--- src/design/gbs_pkg.sv ---
// Package: shared constants, types and helpers for the background subtractor.
package gbs_pkg;

  // Frame geometry and field widths
  localparam int FRAME_PIXELS = 307200;
  localparam int MEM_AW       = $clog2(FRAME_PIXELS);
  localparam int ADDR_W       = 19;
  localparam int PIX_W        = 8;
  localparam int SUM_W        = 14;
  localparam int SQ_W         = 22;
  localparam int MEAN_W       = 8;
  localparam int TH_W         = 18;
  localparam int N_W          = 7;
  localparam int GAIN_W       = 8;
  localparam int MASK_W       = 8;

  // Pipelined divider geometry
  localparam int DIV_W        = 28;
  localparam int DEN_W        = 7;
  localparam int DIV_TAG_W    = SQ_W + SUM_W + ADDR_W;

  // Derived arithmetic widths
  localparam int DEV_W        = 24;
  localparam int PROD_W       = GAIN_W + DEV_W;

  // Register map
  localparam logic       REG_LEARN_FRAMES = 1'b0;
  localparam logic       REG_GAIN_Q4      = 1'b1;
  localparam int         APB_AW           = 3;
  localparam logic [N_W-1:0]    LEARN_RESET = 7'd50;
  localparam logic [GAIN_W-1:0] GAIN_RESET  = 8'd40;
  localparam logic [N_W-1:0]    N_MAX       = 7'd64;

  localparam logic [MASK_W-1:0] MASK_FG = 8'd255;
  localparam logic [MASK_W-1:0] MASK_BG = 8'd0;

  // Per-pixel phase, chosen from the frame count at accept time
  typedef enum logic [1:0] {
    PH_LEARN,
    PH_FINAL,
    PH_CLASS
  } phase_t;

  // Finalize request from the read stage
  typedef struct packed {
    logic              valid;
    logic [ADDR_W-1:0] addr;
    logic [SUM_W-1:0]  sum;
    logic [SQ_W-1:0]   sq;
    logic [N_W-1:0]    n;
    logic [GAIN_W-1:0] gain;
  } fin_req_t;

  // Model write produced by the finalize pipeline
  typedef struct packed {
    logic              valid;
    logic [ADDR_W-1:0] addr;
    logic [MEAN_W-1:0] mean;
    logic [TH_W-1:0]   th;
  } fin_wr_t;

  // Effective learn count: 0 acts as 1, above 64 acts as 64
  function automatic logic [N_W-1:0] eff_frames(input logic [N_W-1:0] lf);
    logic [N_W-1:0] r;
    if (lf == '0) r = N_W'(1);
    else if (lf > N_MAX) r = N_MAX;
    else r = lf;
    return r;
  endfunction

endpackage

--- src/design/gbs_div.sv ---
// Pipelined restoring divider: one quotient bit per stage, one beat per cycle.
module gbs_div (
  input  logic                          clk,
  input  logic                          rst,
  input  logic                          in_valid,
  input  logic [gbs_pkg::DIV_W-1:0]     in_num,
  input  logic [gbs_pkg::DEN_W-1:0]     in_den,
  input  logic [gbs_pkg::DIV_TAG_W-1:0] in_tag,
  output logic                          out_valid,
  output logic [gbs_pkg::DIV_W-1:0]     out_quo,
  output logic [gbs_pkg::DIV_TAG_W-1:0] out_tag,
  output logic                          busy
);

  localparam int W = gbs_pkg::DIV_W;
  localparam int D = gbs_pkg::DEN_W;

  // Stage 0 is the input; stage k holds the beat after k quotient bits
  logic                          v   [W+1];
  logic [D-1:0]                  rem [W+1];
  logic [W-1:0]                  num [W+1];
  logic [D-1:0]                  den [W+1];
  logic [gbs_pkg::DIV_TAG_W-1:0] tag [W+1];
  logic [W:0]                    v_vec;

  assign v[0]   = in_valid;
  assign rem[0] = '0;
  assign num[0] = in_num;
  assign den[0] = in_den;
  assign tag[0] = in_tag;

  for (genvar k = 0; k < W; k++) begin : g_stage
    logic [D:0] trial;
    logic       ge;

    // Shift in the next dividend bit and try a subtract
    assign trial = {rem[k], num[k][W-1]};
    assign ge    = trial >= {1'b0, den[k]};

    always_ff @(posedge clk) begin
      if (rst) begin
        v[k+1] <= 1'b0;
      end else begin
        v[k+1] <= v[k];
      end
    end

    always_ff @(posedge clk) begin
      rem[k+1] <= ge ? D'(trial - {1'b0, den[k]}) : trial[D-1:0];
      num[k+1] <= {num[k][W-2:0], ge};
      den[k+1] <= den[k];
      tag[k+1] <= tag[k];
    end
  end

  for (genvar k = 0; k <= W; k++) begin : g_vec
    assign v_vec[k] = v[k];
  end

  assign out_valid = v[W];
  assign out_quo   = num[W];
  assign out_tag   = tag[W];
  assign busy      = |v_vec[W:1];

endmodule

--- src/design/gbs_finalize.sv ---
// Finalize pipeline: mean, deviation sum and threshold for one pixel per cycle.
module gbs_finalize (
  input  logic              clk,
  input  logic              rst,
  input  gbs_pkg::fin_req_t req,
  output gbs_pkg::fin_wr_t  wr,
  output logic              busy
);

  localparam int MW = gbs_pkg::MEAN_W;

  // Mean divider
  logic                          d1_valid;
  logic [gbs_pkg::DIV_W-1:0]     d1_quo;
  logic [gbs_pkg::DIV_TAG_W-1:0] d1_tag;
  logic                          d1_busy;

  gbs_div u_div_mean (
    .clk      (clk),
    .rst      (rst),
    .in_valid (req.valid),
    .in_num   (gbs_pkg::DIV_W'(req.sum)),
    .in_den   (req.n),
    .in_tag   ({req.sq, req.sum, req.addr}),
    .out_valid(d1_valid),
    .out_quo  (d1_quo),
    .out_tag  (d1_tag),
    .busy     (d1_busy)
  );

  // The divider does not pass n (its divisor) or gain through, so keep a side line
  logic [gbs_pkg::N_W-1:0]    side_n    [gbs_pkg::DIV_W+1];
  logic [gbs_pkg::GAIN_W-1:0] side_gain [gbs_pkg::DIV_W+1];

  assign side_n[0]    = req.n;
  assign side_gain[0] = req.gain;

  for (genvar k = 0; k < gbs_pkg::DIV_W; k++) begin : g_side
    always_ff @(posedge clk) begin
      side_n[k+1]    <= side_n[k];
      side_gain[k+1] <= side_gain[k];
    end
  end

  logic [gbs_pkg::SQ_W-1:0]   t_sq;
  logic [gbs_pkg::SUM_W-1:0]  t_sum;
  logic [gbs_pkg::ADDR_W-1:0] t_addr;
  logic [MW-1:0]              m_sat;

  assign {t_sq, t_sum, t_addr} = d1_tag;
  assign m_sat = (|d1_quo[gbs_pkg::DIV_W-1:MW]) ? '1 : d1_quo[MW-1:0];

  // Stage A: m*m and m*S
  logic                        a_v;
  logic [2*MW-1:0]             a_m2;
  logic [MW+gbs_pkg::SUM_W-1:0] a_ms;
  logic [MW-1:0]               a_m;
  logic [gbs_pkg::SQ_W-1:0]    a_q;
  logic [gbs_pkg::N_W-1:0]     a_n;
  logic [gbs_pkg::GAIN_W-1:0]  a_gain;
  logic [gbs_pkg::ADDR_W-1:0]  a_addr;

  // Stage B: n*m*m
  logic                        b_v;
  logic [2*MW+gbs_pkg::N_W-1:0] b_nm2;
  logic [MW+gbs_pkg::SUM_W-1:0] b_ms;
  logic [MW-1:0]               b_m;
  logic [gbs_pkg::SQ_W-1:0]    b_q;
  logic [gbs_pkg::N_W-1:0]     b_n;
  logic [gbs_pkg::GAIN_W-1:0]  b_gain;
  logic [gbs_pkg::ADDR_W-1:0]  b_addr;

  // Stage C: deviation sum, clamped at zero
  logic                        c_v;
  logic [gbs_pkg::DEV_W-1:0]   c_dev;
  logic [MW-1:0]               c_m;
  logic [gbs_pkg::N_W-1:0]     c_n;
  logic [gbs_pkg::GAIN_W-1:0]  c_gain;
  logic [gbs_pkg::ADDR_W-1:0]  c_addr;

  // Stage D: gain product
  logic                        d_v;
  logic [gbs_pkg::PROD_W-1:0]  d_prod;
  logic [MW-1:0]               d_m;
  logic [gbs_pkg::N_W-1:0]     d_n;
  logic [gbs_pkg::ADDR_W-1:0]  d_addr;

  logic [gbs_pkg::DEV_W:0]     c_pos;
  logic [gbs_pkg::DEV_W:0]     c_neg;

  assign c_pos = (gbs_pkg::DEV_W+1)'(b_q) + (gbs_pkg::DEV_W+1)'(b_nm2);
  assign c_neg = (gbs_pkg::DEV_W+1)'({b_ms, 1'b0});

  always_ff @(posedge clk) begin
    if (rst) begin
      a_v <= 1'b0;
      b_v <= 1'b0;
      c_v <= 1'b0;
      d_v <= 1'b0;
    end else begin
      a_v <= d1_valid;
      b_v <= a_v;
      c_v <= b_v;
      d_v <= c_v;
    end
  end

  always_ff @(posedge clk) begin
    a_m2   <= m_sat * m_sat;
    a_ms   <= m_sat * t_sum;
    a_m    <= m_sat;
    a_q    <= t_sq;
    a_n    <= side_n[gbs_pkg::DIV_W];
    a_gain <= side_gain[gbs_pkg::DIV_W];
    a_addr <= t_addr;

    b_nm2  <= a_n * a_m2;
    b_ms   <= a_ms;
    b_m    <= a_m;
    b_q    <= a_q;
    b_n    <= a_n;
    b_gain <= a_gain;
    b_addr <= a_addr;

    c_dev  <= (c_pos < c_neg) ? '0 : gbs_pkg::DEV_W'(c_pos - c_neg);
    c_m    <= b_m;
    c_n    <= b_n;
    c_gain <= b_gain;
    c_addr <= b_addr;

    d_prod <= c_gain * c_dev;
    d_m    <= c_m;
    d_n    <= c_n;
    d_addr <= c_addr;
  end

  // Threshold divider: floor(prod/16) / n equals floor(prod / (16n))
  logic                          d2_valid;
  logic [gbs_pkg::DIV_W-1:0]     d2_quo;
  logic [gbs_pkg::DIV_TAG_W-1:0] d2_tag;
  logic                          d2_busy;

  gbs_div u_div_th (
    .clk      (clk),
    .rst      (rst),
    .in_valid (d_v),
    .in_num   (d_prod[gbs_pkg::PROD_W-1:4]),
    .in_den   (d_n),
    .in_tag   (gbs_pkg::DIV_TAG_W'({d_m, d_addr})),
    .out_valid(d2_valid),
    .out_quo  (d2_quo),
    .out_tag  (d2_tag),
    .busy     (d2_busy)
  );

  always_comb begin
    wr.valid = d2_valid;
    wr.addr  = d2_tag[gbs_pkg::ADDR_W-1:0];
    wr.mean  = d2_tag[gbs_pkg::ADDR_W +: MW];
    wr.th    = (|d2_quo[gbs_pkg::DIV_W-1:gbs_pkg::TH_W]) ? '1 : d2_quo[gbs_pkg::TH_W-1:0];
  end

  assign busy = req.valid | d1_busy | a_v | b_v | c_v | d_v | d2_busy;

endmodule

--- config.mk ---
export PLATFORM = sky130hd
export DESIGN_NAME = gbs_finalize
export DESIGN_NICKNAME = d
export VERILOG_FILES = /design/src/design/gbs_pkg.sv /design/src/design/gbs_div.sv /design/src/design/gbs_finalize.sv
export SDC_FILE = /design/constraint.sdc
export NUM_CORES = 2
export LEC_CHECK = 0
export ABC_AREA = 1
export ABC_CLOCK_PERIOD_IN_PS = 8750
export BUFFER_PORTS_ARGS = -buffer_cell sky130_fd_sc_hd__buf_2
export CAP_MARGIN = 5
export CORE_MARGIN = 1
export CORE_UTILIZATION = 44
export DETAILED_ROUTE_END_ITERATION = 12
export PLACE_DENSITY = 0.67
export SLEW_MARGIN = 20
export SYNTH_ARGS = -nofsm -noshare
export SYNTH_HDL_FRONTEND = slang
export SYNTH_SLANG_ARGS = --single-unit
export TNS_END_PERCENT = 10
--- constraint.sdc ---
create_clock -name clk -period 8.75 [get_ports clk]
set_input_delay 1.3125 -clock clk [delete_from_list [all_inputs] [get_ports clk]]
set_output_delay 1.3125 -clock clk [all_outputs]
set_load 0.05 [all_outputs]
Yosys cells after proc, flatten, opt, wreduce, memory -nomap -nowiden. Cells that the tools add are included.

Bits of input ports: 73. Output and inout bits: 47. Word-level logic and storage cells: 528. Register bits: 5163.

Muxes and demuxes: 55. Add/sub/neg operators: 56. Bitwise gates (word level): 6. Reduce and logical (&&, ||, !) cells: 4. $mul: 4. Order comparisons: 57.

Operators with widths (number): $ge A8 B7 Y1 (54); $mux W7 (52); $sub A7 B7 Y7 (52); $reduce_or A28 Y1 (2); $mul A8 B24 Y32 (1); $add A22 B23 Y24 (1); $lt A24 B23 Y1 (1); $sub A24 B23 Y24 (1); $mul A7 B16 Y23 (1); $mul A8 B14 Y22 (1); $reduce_or A20 Y1 (1); $mux W18 (1); $mul A8 B8 Y16 (1); $reduce_or A10 Y1 (1); $mux W8 (1); $ge A1 B7 Y1 (1); $ge A1 B7 Y1 const A (1); $sub A1 B7 Y7 (1); $sub A1 B7 Y7 const A (1); $or A1 B1 Y1 (6); $mux W1 (1).

Logic depth before layout (Yosys ltp).
Word-level depth: 7. Gate-level depth with buffers: 26. Depth with buffers taken out: 25.

Hierarchy. From an unflattened synthesis, not the netlist that was laid out.

Cell total of the unflattened synthesis: 14364. Area total of the unflattened synthesis: 171394.4 um^2.

Modules (own cells, without submodules): gbs_div (instances 2, area each 69011.2 um^2, sequential area each 54652.4 um^2, cells each 5425); gbs_finalize (instances 1, area each 33372.0 um^2, sequential area each 15234.6 um^2, cells each 3514).

Worst setup path before layout. Ideal clock, no wire load.

Path type: register to register. From: register u_div_mean.num (netlist bit u_div_mean.out_quo[25]). To: register a_m2[14]. Data arrival time: 4589 ps. Slack: 4048 ps. Cell stages (with the launch flop): 21. Period minus slack after synthesis: 4702 ps. Required time: 8637 ps. Cell sequence: dfxtp_1 nor4_2 nand3_2 nor2_1 buf_2 nor2_1 fa_1 fa_1 fa_1 inv_1 fa_1 inv_1 ha_1 nand2_1 or2_2 nand3_1 nand2_1 o21ai_0 nand2_1 inv_1 nor2_1.

Longest elaborated chain between the ends: 3.

RTL lines: start, declared (RTL line gbs_div.sv:21) `logic [W-1:0] num [W+1];`; start signal, assigned by index (RTL line gbs_div.sv:50) `num[k+1] <= {num[k][W-2:0], ge};`; $reduce_or A20 Y1 (RTL line gbs_finalize.sv:51) `assign m_sat = (|d1_quo[gbs_pkg::DIV_W-1:MW]) ? '1 : d1_quo[MW-1:0];`; $mux W8 (RTL line gbs_finalize.sv:51); $mul A8 B8 Y16 (RTL line gbs_finalize.sv:109) `a_m2 <= m_sat * m_sat;`; end signal, assigned (RTL line gbs_finalize.sv:109); end, declared (RTL line gbs_finalize.sv:55) `logic [2*MW-1:0] a_m2;`.

No other way between the ends. A chain may end at the register's enable or synchronous reset.

Final worst setup path.
From: register u_div_mean.num (netlist bit u_div_mean.out_quo[25]). To: register a_ms[16] (netlist bit).

Longest elaborated chain between the ends: 3.

RTL lines: $reduce_or A20 Y1 (RTL line gbs_finalize.sv:51); $mux W8 (RTL line gbs_finalize.sv:51); net m_sat[5] (RTL line gbs_finalize.sv:48) `logic [MW-1:0] m_sat;`; $mul A8 B14 Y22 (RTL line gbs_finalize.sv:110) `a_ms <= m_sat * t_sum;`; end signal, assigned (RTL line gbs_finalize.sv:110); end, declared (RTL line gbs_finalize.sv:56) `logic [MW+gbs_pkg::SUM_W-1:0] a_ms;`.

The timed path passes the listed nets, and every way through them passes these cells.

==> results.cfg <==
[status]
status = finished clean

[power_and_ir_drop]
switching_share_pct = 29.06
report.power.total_w = 0.05990
pwr-share-clk_pct = 33.6
internal_power_w = 0.04250
seqPwrFrac_pct = 44.8
power_leakage_nw = 73.20
power_frac_comb_pct = 21.6
p_sw_w = 0.01741
power_density_mw_per_mm2 = 378.1
vdd_drop_max_v = 0.0002500

[worst_setup_path]
r2r_cells = 23
slowest_stage = nor2_2
crit_top_cell = nand2_1
slowest_delay_ns = 1.00
cp_cell_sequence = nor4_2, nand3_2, nor2_2, inv_2, nand2_1, fa_1, fa_1, inv_1, fa_1, inv_1, fa_1, inv_1, ha_1, a21oi_1, nor2_1, nor2_1, nand2_1, nand2_1, nand2_1, nand3_1, nand2_1, nand2_1, nand2_1
crit_required_ns = 9.54
crit_buf_inv = 4
critPathTopFamily = simple AND/OR/NAND/NOR gates
worstSetupPathType = flop to flop
end_kind = flop
arrival_ns = 6.91
cp_max_fo = 20
path_depth = 23
r2r_setup_slack_ns = 2.64
startpoint_type = flop

[yosys]
yosys_most_used_dff = dfxtp_1
yosys.cell_count.top_type = dfxtp_1
synth-warning-count = 0
synth_edf_count = 0
netlist_top_cells_area = dfxtp_1, ha_1, fa_1, nand2_1, inv_1
syn_avg_cell_area_um2 = 11.84
synth_cells = 11600
yosys.area.top_type_share_pct = 70.99
yosysTopAreaCell = dfxtp_1
syn_area_mm2 = 0.1373
ys_seq_area_share_pct = 70.99
synthTopCellsByCount = dfxtp_1, nand2_1, inv_1
ys_seq_elements = 4870
async_flop_share_pct = 0
synth_cell_types = 45

[timing]
min_period_ns = 6.114
rsz0062_at_grt = no
fmax_mhz = 163.6
tns_ns = 0
slew_headroom_pct = 25.99
tightest_slew_ns = 1.109
finalSetupViolations = 0
final-hold-violation-count = 0
min_period_over_period_pct = 69.87
clock_skew_ns = 0.06146
drv_slew = 0

[clocking]
cts_root_buf = clkbuf_16
clock-sinks = 4870
htree_levels = 5
numCtsBuffers = 449
path_clk_slew_ns = 0.07
cts_resized = 0
clockBufferDepth = 4
post-cts-setup-buffers = 0
clk-insertion-delay-late_ns = 0.93
cts_tree = yes
ctsHoldBuffers = 0

[grt]
antenna_found_initial = 3
grt_pass1_vias = 69020
grt_overflow = 0
grt_pass1_wl_um = 327000
grt_usage_pct = 12.31
grt_max_degree = 61

[min_path]
whs_path_depth = 0
hold_class = flop to flop

[final_layout]
drive_gt1_share_pct = 8.138
regArea_mm2 = 0.09749
nFillCells = 26670
multi_input_area_mm2 = 0.03326
final_cells = 16550
fin_nets = 13040
area_growth_pct = 15.36

[die]
die_h_um = 560.7
die-area_mm2 = 0.3144
io-pin-count = 120
start_util_pct = 44.36
core_area_mm2 = 0.3096
rows = 204
dieWidth_um = 560.7

[placement]
dpl.cell_count = 15700
portBuffers = 119
place.gp.congestion = 0.8455
hpwlAfterDp_um = 129600

[detailed_routing]
vias = 70140
wl_met1_um = 90270
met3WireLength_um = 8063
wl_met2_um = 86930
drc = 0
drt_iter0_drc = 3054
vias_per_cell = 4.240
drt_pass1_iterations = 5
top_layer_used = met4
ant_nets = 0
wl_per_cell_um = 11.55
wl_um = 191200

[flow_run]
max_cap_viol_count = 0
through the flow:
| stage | area (µm²) | utilization [%] | setup slack, ns | hold slack, ns |
|---|---|---|---|---|
| 6_report | 158400 | 51.17 | 2.636 | 0.2737 |
| 3_3_place_gp | 142400 | 46.00 | 2.712 | 0.3095 |
| 5_1_grt | 158400 | 51.17 | 2.095 | 0.2783 |
| 3_5_place_dp | 142400 | 46.00 | 2.651 | 0.3121 |
| 2_1_floorplan | 137300 | - | 4.048 | 0.3096 |
| 4_1_cts | 158400 | 51.17 | 2.607 | 0.2715 |
layout by cell type (no fill, tap or decap), drive strengths merged, types with 117 or more instances in the layout:
cell | synthesis | routed
clkinv | 0 | 117
inv | 1571 | 1599
xor2 | 135 | 135
dfxtp | 4870 | 4870
ha | 584 | 584
nor2 | 727 | 727
nand3 | 328 | 328
o21ai | 225 | 225
buf | 83 | 122
a21oi | 489 | 489
clkbuf | 53 | 599
fa | 348 | 348
nand2 | 1682 | 1682
routing by layer:
| metal | track usage, % | vias up |
|---|---|---|
| met4 | 4.558 | 0 |
| met2 | 20.69 | 1065 |
| li1 | - | 36820 |
| met1 | 15.82 | 31810 |
| met5 | 0 | - |
| met3 | 2.197 | 451 |
logic make-up after synthesis:
kind of cell	after synthesis	share of synthesized area [%]
AO/OA/AOI/OAI	845	3.303
XOR/XNOR	209	1.333
adder cells (fa/ha/maj)	932	10.39
multiplexers	1	0.007289
flip-flops	4870	70.99
other	2	0.005468
AND/OR/NAND/NOR	3031	9.159
buffers and inverters	1707	4.812
path summary, 6_finish.rpt:
path                                                startpoint                         end
worst max-delay path            u_div_mean.out_quo[25]$_DFF_P_            a_ms[16]$_DFF_P_
worst max register to register  u_div_mean.out_quo[25]$_DFF_P_            a_ms[16]$_DFF_P_
worst min-delay path                u_div_th.tag[1105]$_DFF_P_  u_div_th.tag[1050]$_DFF_P_
worst min register to register      u_div_th.tag[1105]$_DFF_P_  u_div_th.tag[1050]$_DFF_P_
sequential cells by signal, indices dropped and copies added, names as in the netlist, 23 cells and up:
signal and flops:
u_div_th.den 189, u_div_th.out_quo 28, d_prod 28, u_div_th.num 729
u_div_th.v 27, u_div_mean.tag 1394, u_div_mean.v 27, u_div_mean.den 189
u_div_mean.num 469, c_dev 24, u_div_mean.out_quo 28, u_div_th.out_tag 27
u_div_mean.out_tag 55, b_nm2 23, u_div_mean.g_stage.trial 189, u_div_th.g_stage.trial 216
side_gain 224, u_div_th.tag 729
power by group through the flow:
| stage | clock network (W) | logic [W] | registers [W] |
|---|---|---|---|
| after floorplan | 0 | 0.0101 | 0.0267 |
| after global placement | 0 | 0.0128 | 0.0273 |
| after detailed placement | 0 | 0.0129 | 0.0274 |
| after CTS | 0.0208 | 0.0131 | 0.0269 |
| after global routing | 0.0218 | 0.0150 | 0.0272 |
| final | 0.0201 | 0.0129 | 0.0268 |
area by class of cell:
class	instances	area share, %
Clock inverter	240	2.062
Sequential cell	4870	61.53
Tap cell	4120	3.254
Inverter	1571	3.722
Antenna cell	2	0.003159
Timing Repair Buffer	122	0.3901
Multi-Input combinational cell	5021	20.99
Clock buffer	599	8.043
worst register-to-register path, cell delays in order (launching register included):
cell     delay (ns)
dfxtp_1        0.31
nor4_2         0.31
nand3_2        0.42
nor2_2         1.00
inv_2          0.30
nand2_1        0.16
fa_1           0.44
fa_1           0.55
inv_1          0.06
fa_1           0.54
inv_1          0.06
fa_1           0.53
inv_1          0.04
ha_1           0.36
a21oi_1        0.21
nor2_1         0.06
nor2_1         0.08
nand2_1        0.13
nand2_1        0.11
nand2_1        0.09
nand3_1        0.10
nand2_1        0.06
nand2_1        0.05
nand2_1        0.04
No activity file was read; power rests on OpenSTA's default activity.
